## src/rtl/kvcs_pkg.sv

```systemverilog
package kvcs_pkg;

   // Row limit of the cache; capacity is used as min(capacity, ROW_LIMIT)
   localparam logic [12:0] ROW_LIMIT = 13'd4096;

   // Configuration register indexes
   localparam logic CSR_CAPACITY    = 1'b0;
   localparam logic CSR_LAYER_COUNT = 1'b1;

   // Reset values of the configuration registers
   localparam logic [12:0] CAPACITY_RESET    = 13'd4096;
   localparam logic [6:0]  LAYER_COUNT_RESET = 7'd64;

   typedef enum logic [2:0] {
      CMD_CLEAR          = 3'd0,
      CMD_PREFILL_WRITE  = 3'd1,
      CMD_DECODE_WRITE   = 3'd2,
      CMD_DECODE_RECORD  = 3'd3,
      CMD_PREFILL_COMMIT = 3'd4,
      CMD_PREFILL_ABORT  = 3'd5,
      CMD_DECODE_COMMIT  = 3'd6,
      CMD_DECODE_ABORT   = 3'd7
   } cmd_type;

   typedef enum logic [2:0] {
      ST_OK         = 3'd0,
      ST_BAD_LAYER  = 3'd1,
      ST_ORDER      = 3'd2,
      ST_RANGE      = 3'd3,
      ST_CHANGED    = 3'd4,
      ST_SHAPE      = 3'd5,
      ST_TWICE      = 3'd6,
      ST_INCOMPLETE = 3'd7
   } status_type;

   // Transaction state apart from the layer bitmap
   typedef struct packed {
      logic [12:0] length;
      logic [12:0] pending;
      logic        prefill_open;
      logic        decode_open;
   } txn_state_type;

   // Per-command copy decision
   typedef struct packed {
      status_type  status;
      logic        copy_enable;
      logic [11:0] write_row;
      logic [12:0] row_count;
   } result_type;

endpackage

```

## src/rtl/kvcs_check.sv

```systemverilog
module kvcs_check
   import kvcs_pkg::*;
#(
   parameter int MAX_LAYERS = 64
) (
   input  logic [2:0]            cmd,
   input  logic [5:0]            layer,
   input  logic [12:0]           amount,
   input  logic                  shape_ok,
   input  logic [12:0]           capacity,
   input  logic [6:0]            layer_count,
   input  txn_state_type         cur_state,
   input  logic [MAX_LAYERS-1:0] cur_layers,
   output result_type            result,
   output txn_state_type         nxt_state,
   output logic [MAX_LAYERS-1:0] nxt_layers
);

   logic [12:0]           eff_cap;
   logic [6:0]            eff_layers;
   logic [MAX_LAYERS-1:0] layer_bit;
   logic [MAX_LAYERS-1:0] need_mask;
   logic                  bad_layer;
   logic                  layer_seen;
   logic                  all_written;

   // Effective limits
   assign eff_cap    = (capacity < ROW_LIMIT) ? capacity : ROW_LIMIT;
   assign eff_layers = (layer_count < 7'(MAX_LAYERS)) ? layer_count : 7'(MAX_LAYERS);
   assign bad_layer  = {1'b0, layer} >= eff_layers;

   // One-hot layer select and mask of layers required for commit
   always_comb begin
      for (int i = 0; i < MAX_LAYERS; i++) begin
         layer_bit[i] = ({1'b0, layer} == 7'(i));
         need_mask[i] = (7'(i) < eff_layers);
      end
   end

   assign layer_seen  = |(cur_layers & layer_bit);
   assign all_written = ((cur_layers & need_mask) == need_mask);

   // Command checks in priority order; failing commands keep the state
   always_comb begin
      result.status      = ST_OK;
      result.copy_enable = 1'b0;
      result.write_row   = 12'd0;
      result.row_count   = 13'd0;
      nxt_state          = cur_state;
      nxt_layers         = cur_layers;
      case (cmd_type'(cmd))
         CMD_CLEAR: begin
            nxt_state  = '0;
            nxt_layers = '0;
         end
         CMD_PREFILL_WRITE: begin
            if (bad_layer) result.status = ST_BAD_LAYER;
            else if (cur_state.length != 13'd0 || cur_state.decode_open)
               result.status = ST_ORDER;
            else if (amount == 13'd0 || amount > eff_cap) result.status = ST_RANGE;
            else if (cur_state.prefill_open && cur_state.pending != amount)
               result.status = ST_CHANGED;
            else if (!shape_ok) result.status = ST_SHAPE;
            else if (layer_seen) result.status = ST_TWICE;
            else begin
               nxt_state.prefill_open = 1'b1;
               nxt_state.pending      = amount;
               nxt_layers             = cur_layers | layer_bit;
               result.copy_enable     = 1'b1;
               result.row_count       = amount;
            end
         end
         CMD_DECODE_WRITE, CMD_DECODE_RECORD: begin
            if (bad_layer) result.status = ST_BAD_LAYER;
            else if (cur_state.length == 13'd0 || cur_state.prefill_open)
               result.status = ST_ORDER;
            else if (amount != cur_state.length || amount >= eff_cap)
               result.status = ST_RANGE;
            else if (cmd_type'(cmd) == CMD_DECODE_WRITE && !shape_ok)
               result.status = ST_SHAPE;
            else if (cur_state.decode_open && cur_state.pending != amount)
               result.status = ST_CHANGED;
            else if (layer_seen) result.status = ST_TWICE;
            else begin
               nxt_state.decode_open = 1'b1;
               nxt_state.pending     = amount;
               nxt_layers            = cur_layers | layer_bit;
               if (cmd_type'(cmd) == CMD_DECODE_WRITE) begin
                  result.copy_enable = 1'b1;
                  result.write_row   = amount[11:0];
                  result.row_count   = 13'd1;
               end
            end
         end
         CMD_PREFILL_COMMIT: begin
            if (!cur_state.prefill_open || cur_state.decode_open) result.status = ST_ORDER;
            else if (amount == 13'd0 || amount > eff_cap) result.status = ST_RANGE;
            else if (cur_state.pending != amount) result.status = ST_CHANGED;
            else if (!all_written) result.status = ST_INCOMPLETE;
            else begin
               nxt_state.length       = amount;
               nxt_state.prefill_open = 1'b0;
               nxt_state.pending      = 13'd0;
               nxt_layers             = '0;
            end
         end
         CMD_PREFILL_ABORT: begin
            if (cur_state.decode_open) result.status = ST_ORDER;
            else begin
               nxt_state.prefill_open = 1'b0;
               nxt_state.pending      = 13'd0;
               nxt_layers             = '0;
            end
         end
         CMD_DECODE_COMMIT: begin
            if (!cur_state.decode_open || cur_state.prefill_open) result.status = ST_ORDER;
            else if (amount != cur_state.length || amount >= eff_cap)
               result.status = ST_RANGE;
            else if (!all_written) result.status = ST_INCOMPLETE;
            else begin
               nxt_state.length      = cur_state.length + 13'd1;
               nxt_state.decode_open = 1'b0;
               nxt_state.pending     = 13'd0;
               nxt_layers            = '0;
            end
         end
         default: begin
            // abort decode
            if (cur_state.prefill_open) result.status = ST_ORDER;
            else begin
               nxt_state.decode_open = 1'b0;
               nxt_state.pending     = 13'd0;
               nxt_layers            = '0;
            end
         end
      endcase
   end

endmodule

```

## src/rtl/kv_cache_commit_sequencer_core.sv

```systemverilog
// Channel  Direction  Handshake        Payload
// req      in         req_valid/stall  cmd, layer, amount, shape_ok
// rsp      out        rsp_valid/stall  status, copy_enable, write_row, row_count,
//                                      cache_length, prefill_pending, decode_pending
// csr      in         csr_write_enable csr_index, csr_write_data
//
// One item per cycle sustained while rsp_stall is low; an item passes the input
// register, then checks and state update into the result register, and rsp_valid
// rises once it is in the result register.
// Synchronous active-high reset clears the transaction state and loads the
// register defaults. A stalled result holds the result register; the input
// register still takes one more item, then req_stall rises until rsp moves.
module kv_cache_commit_sequencer_core
   import kvcs_pkg::*;
#(
   parameter int MAX_LAYERS = 64
) (
   input  logic        clock,
   input  logic        reset,
   input  logic        req_valid,
   output logic        req_stall,
   input  logic [2:0]  req_cmd,
   input  logic [5:0]  req_layer,
   input  logic [12:0] req_amount,
   input  logic        req_shape_ok,
   output logic        rsp_valid,
   input  logic        rsp_stall,
   output logic [2:0]  rsp_status,
   output logic        rsp_copy_enable,
   output logic [11:0] rsp_write_row,
   output logic [12:0] rsp_row_count,
   output logic [12:0] rsp_cache_length,
   output logic        rsp_prefill_pending,
   output logic        rsp_decode_pending,
   input  logic        csr_write_enable,
   input  logic        csr_index,
   input  logic [12:0] csr_write_data
);

   logic [12:0]           capacity_ff;
   logic [6:0]            layer_count_ff;
   logic                  s1_valid_ff;
   logic [2:0]            s1_cmd_ff;
   logic [5:0]            s1_layer_ff;
   logic [12:0]           s1_amount_ff;
   logic                  s1_shape_ok_ff;
   txn_state_type         state_ff;
   txn_state_type         state_in;
   logic [MAX_LAYERS-1:0] layers_ff;
   logic [MAX_LAYERS-1:0] layers_in;
   result_type            result_in;
   result_type            result_ff;
   logic                  out_valid_ff;
   logic                  advance;

   // Configuration registers
   always_ff @(posedge clock) begin
      if (reset) begin
         capacity_ff    <= CAPACITY_RESET;
         layer_count_ff <= LAYER_COUNT_RESET;
      end else if (csr_write_enable) begin
         if (csr_index == CSR_CAPACITY) capacity_ff <= csr_write_data;
         else layer_count_ff <= csr_write_data[6:0];
      end
   end

   // Pipeline flow
   assign advance   = !out_valid_ff || !rsp_stall;
   assign req_stall = s1_valid_ff && !advance;

   // Input register
   always_ff @(posedge clock) begin
      if (reset) begin
         s1_valid_ff <= 1'b0;
      end else if (!req_stall) begin
         s1_valid_ff <= req_valid;
      end
   end

   always_ff @(posedge clock) begin
      if (!req_stall) begin
         s1_cmd_ff      <= req_cmd;
         s1_layer_ff    <= req_layer;
         s1_amount_ff   <= req_amount;
         s1_shape_ok_ff <= req_shape_ok;
      end
   end

   // Command checks and next state
   kvcs_check #(
      .MAX_LAYERS(MAX_LAYERS)
   ) u_check (
      .cmd        (s1_cmd_ff),
      .layer      (s1_layer_ff),
      .amount     (s1_amount_ff),
      .shape_ok   (s1_shape_ok_ff),
      .capacity   (capacity_ff),
      .layer_count(layer_count_ff),
      .cur_state  (state_ff),
      .cur_layers (layers_ff),
      .result     (result_in),
      .nxt_state  (state_in),
      .nxt_layers (layers_in)
   );

   // Transaction state, updated when an item moves into the result register
   always_ff @(posedge clock) begin
      if (reset) begin
         state_ff  <= '0;
         layers_ff <= '0;
      end else if (s1_valid_ff && advance) begin
         state_ff  <= state_in;
         layers_ff <= layers_in;
      end
   end

   // Result register
   always_ff @(posedge clock) begin
      if (reset) begin
         out_valid_ff <= 1'b0;
      end else if (advance) begin
         out_valid_ff <= s1_valid_ff;
      end
   end

   always_ff @(posedge clock) begin
      if (advance && s1_valid_ff) begin
         result_ff <= result_in;
      end
   end

   assign rsp_valid           = out_valid_ff;
   assign rsp_status          = result_ff.status;
   assign rsp_copy_enable     = result_ff.copy_enable;
   assign rsp_write_row       = result_ff.write_row;
   assign rsp_row_count       = result_ff.row_count;
   assign rsp_cache_length    = state_ff.length;
   assign rsp_prefill_pending = state_ff.prefill_open;
   assign rsp_decode_pending  = state_ff.decode_open;

endmodule

```

## config.mk

```make
export PLATFORM = sky130hd
export DESIGN_NAME = kv_cache_commit_sequencer_core
export DESIGN_NICKNAME = d
export VERILOG_FILES = /design/src/rtl/kvcs_pkg.sv /design/src/rtl/kvcs_check.sv /design/src/rtl/kv_cache_commit_sequencer_core.sv
export SDC_FILE = /design/constraint.sdc
export NUM_CORES = 1
export LEC_CHECK = 0
export ABC_AREA = 1
export BUFFER_PORTS_ARGS = -buffer_cell sky130_fd_sc_hd__buf_2
export CAP_MARGIN = 10
export CELL_PAD_IN_SITES_DETAIL_PLACEMENT = 0
export CELL_PAD_IN_SITES_GLOBAL_PLACEMENT = 2
export CORE_MARGIN = 10
export CORE_UTILIZATION = 30
export DETAILED_ROUTE_END_ITERATION = 10
export PLACE_DENSITY = 0.83
export SYNTH_ARGS = -nofsm -noshare
export SYNTH_HDL_FRONTEND = slang
export SYNTH_SLANG_ARGS = --single-unit
```

## constraint.sdc

```tcl
create_clock -name clock -period 2.9 [get_ports clock]
set_clock_uncertainty 0.05 [all_clocks]
set_input_delay 0.145 -clock clock [delete_from_list [all_inputs] [get_ports clock]]
set_output_delay 0.145 -clock clock [all_outputs]
set_load 0.005 [all_outputs]
```

=== Word level (Yosys, flattened, before mapping) ===
Cells that the tools add are included.

* Add/subtract/negate cells: 1
* Magnitude comparators: 69
* Equal/unequal tests: 94
* Multiplexer cells: 98
* Bitwise operators: 7
* Reduce and logical (&&, ||, !) cells: 36

{| class="wikitable"
|+ Operators with widths
! operator !! number
|-
| 2-to-1 mux 64 bit || 19
|-
| case mux 64 bit (6 select lines) || 1
|-
| 2-to-1 mux 26 bit || 10
|-
| < comparator 6 x 7 -> 1 bit (first input constant) || 32
|-
| equality test 6 bit (second input constant) || 32
|-
| 2-to-1 mux 13 bit || 14
|-
| AND 64 bit || 2
|-
| < comparator 5 x 7 -> 1 bit (first input constant) || 16
|-
| 2-to-1 mux 27 bit || 4
|-
| 2-to-1 mux 14 bit || 7
|-
| equality test 6 x 5 -> 1 bit (second input constant) || 16
|-
| case mux 13 bit (6 select lines) || 1
|-
| OR reduction 71 bit || 1
|-
| equality test 64 bit || 1
|-
| OR 64 bit || 1
|-
| OR reduction 64 bit || 1
|-
| < comparator 4 x 7 -> 1 bit (first input constant) || 8
|-
| 2-to-1 mux 3 bit || 17
|-
| equality test 6 x 4 -> 1 bit (second input constant) || 8
|-
| case mux 13 bit (3 select lines) || 1
|-
| != test 2 bit (second input constant) || 18
|-
| < comparator 3 x 7 -> 1 bit (first input constant) || 4
|-
| zero test 13 bit || 2
|-
| != test 13 bit || 2
|-
| other kinds (41) || 87
|}

* Register bits: 166
* Input port bits: 42
* Word-level logic and storage cells: 322

=== Logic depth before layout (Yosys ltp) ===
* Word-level depth: 10
* Depth in mapped cells: 22
* Mapped depth without buffers: 19

=== By module ===
Synthesis repeated with hierarchy kept, for this count alone.

* Cells, all modules: 3,001
* Area total of the unflattened synthesis: 16,310.6 µm²

{| class="wikitable"
|+ By module, submodules not included
! module !! times used !! cells each !! area each (µm²) !! seq. area each (µm²)
|-
| kvcs_check || 1 || 2,220 || 9,683.0 || 0.0
|-
| kv_cache_commit_sequencer_core || 1 || 781 || 6,627.6 || 3,843.7
|}

=== Worst setup path before layout ===
Ideal clock, no wire load.

* Path kind: register to register
* From: register capacity_ff[12]
* To: register layers_ff[33]
* Setup time: 0.070 ns
* Arrival: 2.793 ns
* Setup slack: -0.013 ns
* Cell stages (with the launch flop): 18
* Buffers on the path: 3
* Clock period less this slack: 2.913 ns
* Path through: dfxtp_1 > inv_1 > clkbuf_1 > nand2_1 > ha_1 > nand2_1 > inv_1 > o21ai_0 > a21oi_1 > nor2_1 > nand2_1 > a21oi_1 > nand3_1 > nand2_1 > clkbuf_1 > clkbuf_1 > nand4_1 > a21oi_1

* Word-level cells in the longest chain between the ends: 6
* Elaborated cells on any way between the ends: 11
* Classes of those cells: order compare (3); eq/ne (4); mux (1); reduce/logical (3)

{| class="wikitable"
|+ Ends and longest elaborated chain
! what !! RTL line !! source
|-
| from (decl) || kv_cache_commit_sequencer_core.sv:40 || <nowiki>logic [12:0] capacity_ff;</nowiki>
|-
| from (signal assigned) || kv_cache_commit_sequencer_core.sv:62 || <nowiki>if (csr_index == CSR_CAPACITY) capacity_ff <= csr_write_data;</nowiki>
|-
| < comparator 13 bit || kvcs_check.sv:28 || <nowiki>assign eff_cap = (capacity < ROW_LIMIT) ? capacity : ROW_LIMIT;</nowiki>
|-
| 2-to-1 mux 13 bit (*) || kvcs_check.sv:28 ||
|-
| greater-or-equal comparator 13 bit or > comparator 13 bit (tied branches) || - ||
|-
| logical OR 1 bit, on equally long branches || - ||
|-
| != test 2 bit (no source line) || - ||
|-
| AND reduction 18 bit (no source line) (*) || - ||
|-
| to (signal assigned) || kv_cache_commit_sequencer_core.sv:113 || <nowiki>layers_ff <= layers_in;</nowiki>
|-
| to (decl) || kv_cache_commit_sequencer_core.sv:49 || <nowiki>logic [MAX_LAYERS-1:0] layers_ff;</nowiki>
|}

Mark *: on every way between the ends. The rest lies on a longest branch, timed or not.
A chain may end at the register's enable or synchronous reset.

=== Final worst setup path ===
* From: register layer_count_ff[1]
* To: register layers_ff[46]

* Word-level cells in the longest chain between the ends: 10
* Elaborated cells on any way between the ends: 79
* Classes of those cells: order compare (66); eq/ne (3); mux (8); bitwise (1); reduce/logical (1)

{| class="wikitable"
|+ Ends and longest elaborated chain
! what !! RTL line !! source
|-
| from (decl) || kv_cache_commit_sequencer_core.sv:41 || <nowiki>logic [6:0] layer_count_ff;</nowiki>
|-
| from (signal assigned) || kv_cache_commit_sequencer_core.sv:63 || <nowiki>else layer_count_ff <= csr_write_data[6:0];</nowiki>
|-
| < comparator 7 bit || kvcs_check.sv:29 || <nowiki>assign eff_layers = (layer_count < 7'(MAX_LAYERS)) ? layer_count : 7'(MAX_LAYERS);</nowiki>
|-
| 2-to-1 mux 7 bit (*) || kvcs_check.sv:29 ||
|-
| < comparator 1 x 7 -> 1 bit, or another cell as far along || kvcs_check.sv:36 || <nowiki>need_mask[i] = (7'(i) < eff_layers);</nowiki>
|-
| AND 64 bit || kvcs_check.sv:41 || <nowiki>assign all_written = ((cur_layers & need_mask) == need_mask);</nowiki>
|-
| equality test 64 bit || kvcs_check.sv:41 ||
|-
| 2-to-1 mux 64 bit (4 in a row) || - ||
|-
| case mux 64 bit (6 select lines) || - ||
|}

Mark *: on every way between the ends. The rest lies on a longest branch, timed or not. The select of a mux whose other input is x is not followed.

==> flow_summary.json <==
{
  "globalplace.congestion": 0.9132,
  "synth.top_cells.by_count": "428 x nand2_1, 231 x nor2_1, 171 x inv_1, 158 x a21oi_1, 139 x nand3_1",
  "critPathBufInv": 3,
  "crit_slowest_cell": "o21ai_2",
  "dpl.hpwl_um": 27750,
  "finalCriticalPeriod_ns": 2.906,
  "synth_edf_count": 52,
  "netSwitchingFraction_pct": 30.67,
  "drv_cap": 0,
  "cp_top_family": "simple AND/OR/NAND/NOR gates",
  "hold_path_end": "capacity_ff[12]$_SDFFE_PP1P_",
  "nNetsFinal": 1918,
  "post_drt_wl_per_cell_um": 17.93,
  "fmax_mhz": 344.1,
  "grt_overflow_total": 0,
  "grt_pass1_wl_um": 61200,
  "grtUsageMet1_pct": 24.11,
  "clock_sinks": 166,
  "cts_max_path_buffers": 2,
  "violations": "setup timing",
  "ys_seq_area_share_pct": 36.02,
  "drc": 0,
  "hold_viol_final": 0,
  "max-vdd-ir-drop_uv": 406.0,
  "seqPwrFrac_pct": 41.5,
  "fin_ws_ns": -0.005893,
  "arrival_ns": 3.15,
  "rsz0062_at_grt": "yes",
  "end_kind": "flop",
  "power.switching_uw": 1869,
  "start_util_pct": 30.22,
  "via_count": 11734,
  "worstSetupStartpointType": "flop",
  "tightest_slew_ns": 1.063,
  "netlist_area_um2": 10670,
  "setup_tns_ns": -0.007759,
  "cts.reportedPaths.clkPinSlew_ns": 0.07,
  "slew_violations": 0,
  "dp_slack_ns": -0.07098,
  "seqCellArea_um2": 3852,
  "worstReg2RegStart": "layer_count_ff[1]$_SDFFE_PP0P_",
  "dpl.cell_count": 2225,
  "worstPathCellList": "o21ai_2, buf_4, nand2_1, nand3_1, nand2_1, nor2_2, nand2_1, nor2_2, nand2_2, nor2_4, nor2_4, nor2_4, nand3_4, buf_8, clkbuf_16, nand2_4, a21oi_2",
  "cts_tree": "yes",
  "synth.largest_area_cell": "dfxtp_1",
  "avgSynthCellArea_um2": 6.499,
  "diodes": 0,
  "finalWirelength_um": 41820,
  "post-route-period-util_pct": 100.2,
  "timing.hold.ws_ns": 0.1276,
  "drtPass1Iterations": 5,
  "design.core.area_um2": 35310,
  "cp.required_ns": 3.14,
  "synth_seq_cells": 166,
  "clkLatencyLatePin_ns": 0.46,
  "slew_headroom_pct": 29.06,
  "power.total_uw": 6095,
  "area_growth_pct": 37.03,
  "ys_top_cells_by_area": "dfxtp_1 21%, nand2_1 15%, edfxtp_1 15%, nor2_1 8.1%, a21oi_1 7.4%",
  "grt_antenna_before_repair": 0,
  "crit_type": "reg2reg",
  "r2r_slack_ns": -0.006,
  "reg2regPathDepth": 17,
  "io_pins": 88,
  "grt_most_used_layer": "met2",
  "final_cell_count_no_fill": 2332,
  "power_density_nw_per_um2": 416.8,
  "synthFlopType": "dfxtp_1",
  "status": "finished, violations left",
  "grt_max_degree": 78,
  "multi_input_area_um2": 6349,
  "p_int_uw": 4225,
  "port_buffers": 87,
  "viasPerCell": 5.032,
  "max_stage_delay_ns": 0.42,
  "root_buffer": "clkbuf_16",
  "min_from": "csr_index",
  "fp.dieW_um": 208.6,
  "power.leakage_uw": 0.005890,
  "drt_iter0_markers": 833,
  "drive_gt1_share_pct": 23.94,
  "hold_path_depth": 5,
  "p_clk_share_pct": 39.1,
  "n_fill_cell": 3619,
  "use_met2_pct": 27.31,
  "die-area_um2": 43520,
  "dieHeight_um": 208.6,
  "cts_buffers": 17,
  "rows": 69,
  "ant_nets": 0,
  "yosysMostFrequentCell": "nand2_1",
  "synthArstFlopShare_pct": 0,
  "grt_pass1_vias": 10767,
  "grtUsageMet3_pct": 3.161,
  "yosysUniqueCellTypes": 41,
  "synth_top_cell_area_share_pct": 21.39,
  "syn_inst": 1642,
  "crit_fanout": 6,
  "setup_viol": 2,
  "r2r-end": "layers_ff[46]$_SDFFE_PP0P_",
  "grt_util_all_layers_pct": 17.45,
  "synthesis.nets": 1702,
  "comb_power_share_pct": 19.3,
  "htreeDepth": 4,
  "yosysWarnings": 0,
  "holdCritPathClass": "in2reg"
}
==> worst register-to-register path, stage by stage, from the launching register on <==
cell,delay [ns]
dfxtp_1,0.40
o21ai_2,0.42
buf_4,0.20
nand2_1,0.05
nand3_1,0.06
nand2_1,0.07
nor2_2,0.11
nand2_1,0.08
nor2_2,0.14
nand2_2,0.11
nor2_4,0.18
nor2_4,0.06
nor2_4,0.17
nand3_4,0.17
buf_8,0.20
clkbuf_16,0.18
nand2_4,0.06
a21oi_2,0.04
==> final cells by class <==
type	instances	area share, %
Clock buffer	18	2.935
Inverter	178	4.715
Timing Repair Buffer	287	17.54
Clock inverter	14	1.104
Sequential cell	166	26.35
Tap cell	461	3.945
Multi-Input combinational cell	1208	43.42
==> how the worst max path moves through the flow <==
stage	from	endpoint	slack, ns	cells past startpoint
floorplan	capacity_ff[12]$_SDFFE_PP1P_	layers_ff[33]$_SDFFE_PP0P_	-0.01	17
global placement	layer_count_ff[6]$_SDFFE_PP1P_	rsp_cache_length[5]$_SDFFE_PP0P_	-0.08	21
detailed placement	layer_count_ff[6]$_SDFFE_PP1P_	rsp_cache_length[2]$_SDFFE_PP0P_	-0.07	21
CTS	s1_layer_ff[0]$_DFFE_PN_	layers_ff[18]$_SDFFE_PP0P_	-0.01	17
global route	layer_count_ff[4]$_SDFFE_PP0P_	rsp_cache_length[4]$_SDFFE_PP0P_	-0.13	22
finish	layer_count_ff[1]$_SDFFE_PP0P_	layers_ff[46]$_SDFFE_PP0P_	-0.006	17
==> registers in the layout, indices dropped and copies added, names as in the netlist, 3 cells and up <==
register,flops
capacity_ff,13
layer_count_ff,7
layers_ff,64
rsp_cache_length,13
rsp_row_count,13
rsp_status,3
rsp_write_row,12
s1_amount_ff,13
s1_cmd_ff,3
s1_layer_ff,6
state_ff,13
==> metrics by stage <==
stage	cell area [um^2]	util, %
after floorplan	10670	-
after global placement	12360	35.01
after detailed placement	12360	35.01
after CTS	13370	37.86
after global routing	14620	41.41
final	14620	41.41
==> metal layers <==
metal  routed length (um)  vias to the layer above
met5                    0                        -
met4                  638                        0
met3                 2305                       44
met2                19140                      303
met1                19740                     5554
li1                     -                     5833
==> power groups by stage <==
stage	Sequential (uW)	Clock (uW)	Combinational, uW
2_1_floorplan	2570	0	534
3_3_place_gp	2580	0	928
3_5_place_dp	2580	0	930
4_1_cts	2530	2440	976
5_1_grt	2540	2530	1270
6_report	2530	2390	1180
==> placed cells by master (no fill, tap or decap), types with 17 or more instances in the layout <==
| cell | n |
|---|---|
| inv_1 | 165 |
| nor2_2 | 26 |
| a21oi_2 | 24 |
| nand4_1 | 96 |
| nand2_1 | 370 |
| a21oi_1 | 133 |
| nor2_1 | 202 |
| buf_4 | 114 |
| buf_12 | 20 |
| dfxtp_1 | 111 |
| edfxtp_1 | 52 |
| clkbuf_16 | 27 |
| nand3_1 | 134 |
| buf_2 | 87 |
| dlygate4sd3_1 | 38 |
| o21ai_0 | 47 |
| nor2_4 | 17 |
| nand2_2 | 38 |
| nand2_4 | 23 |
==> timing repair <==
action | in CTS | in global routing
setup buffers | 2 | 22
pin swaps | 2 | 34
setup endpoints to repair | 90 | 120
endpoints found under the hold margin | 44 | 0
gates resized for setup | 9 | 198
gates cloned | 0 | 13
hold buffers | 38 | 0
==> cells by family (layout without fill, tap and decap cells) <==
logic type / count (synthesis) / count (layout) / share of synthesized area, %
buf+inv: 268 / 497 / 10.54
flops: 166 / 166 / 36.02
fa+ha+maj: 18 / 18 / 2.110
xor+xnor: 19 / 19 / 1.559
compound gates: 229 / 229 / 11.09
simple gates: 942 / 942 / 38.68
(Power assumes the default switching activity.)
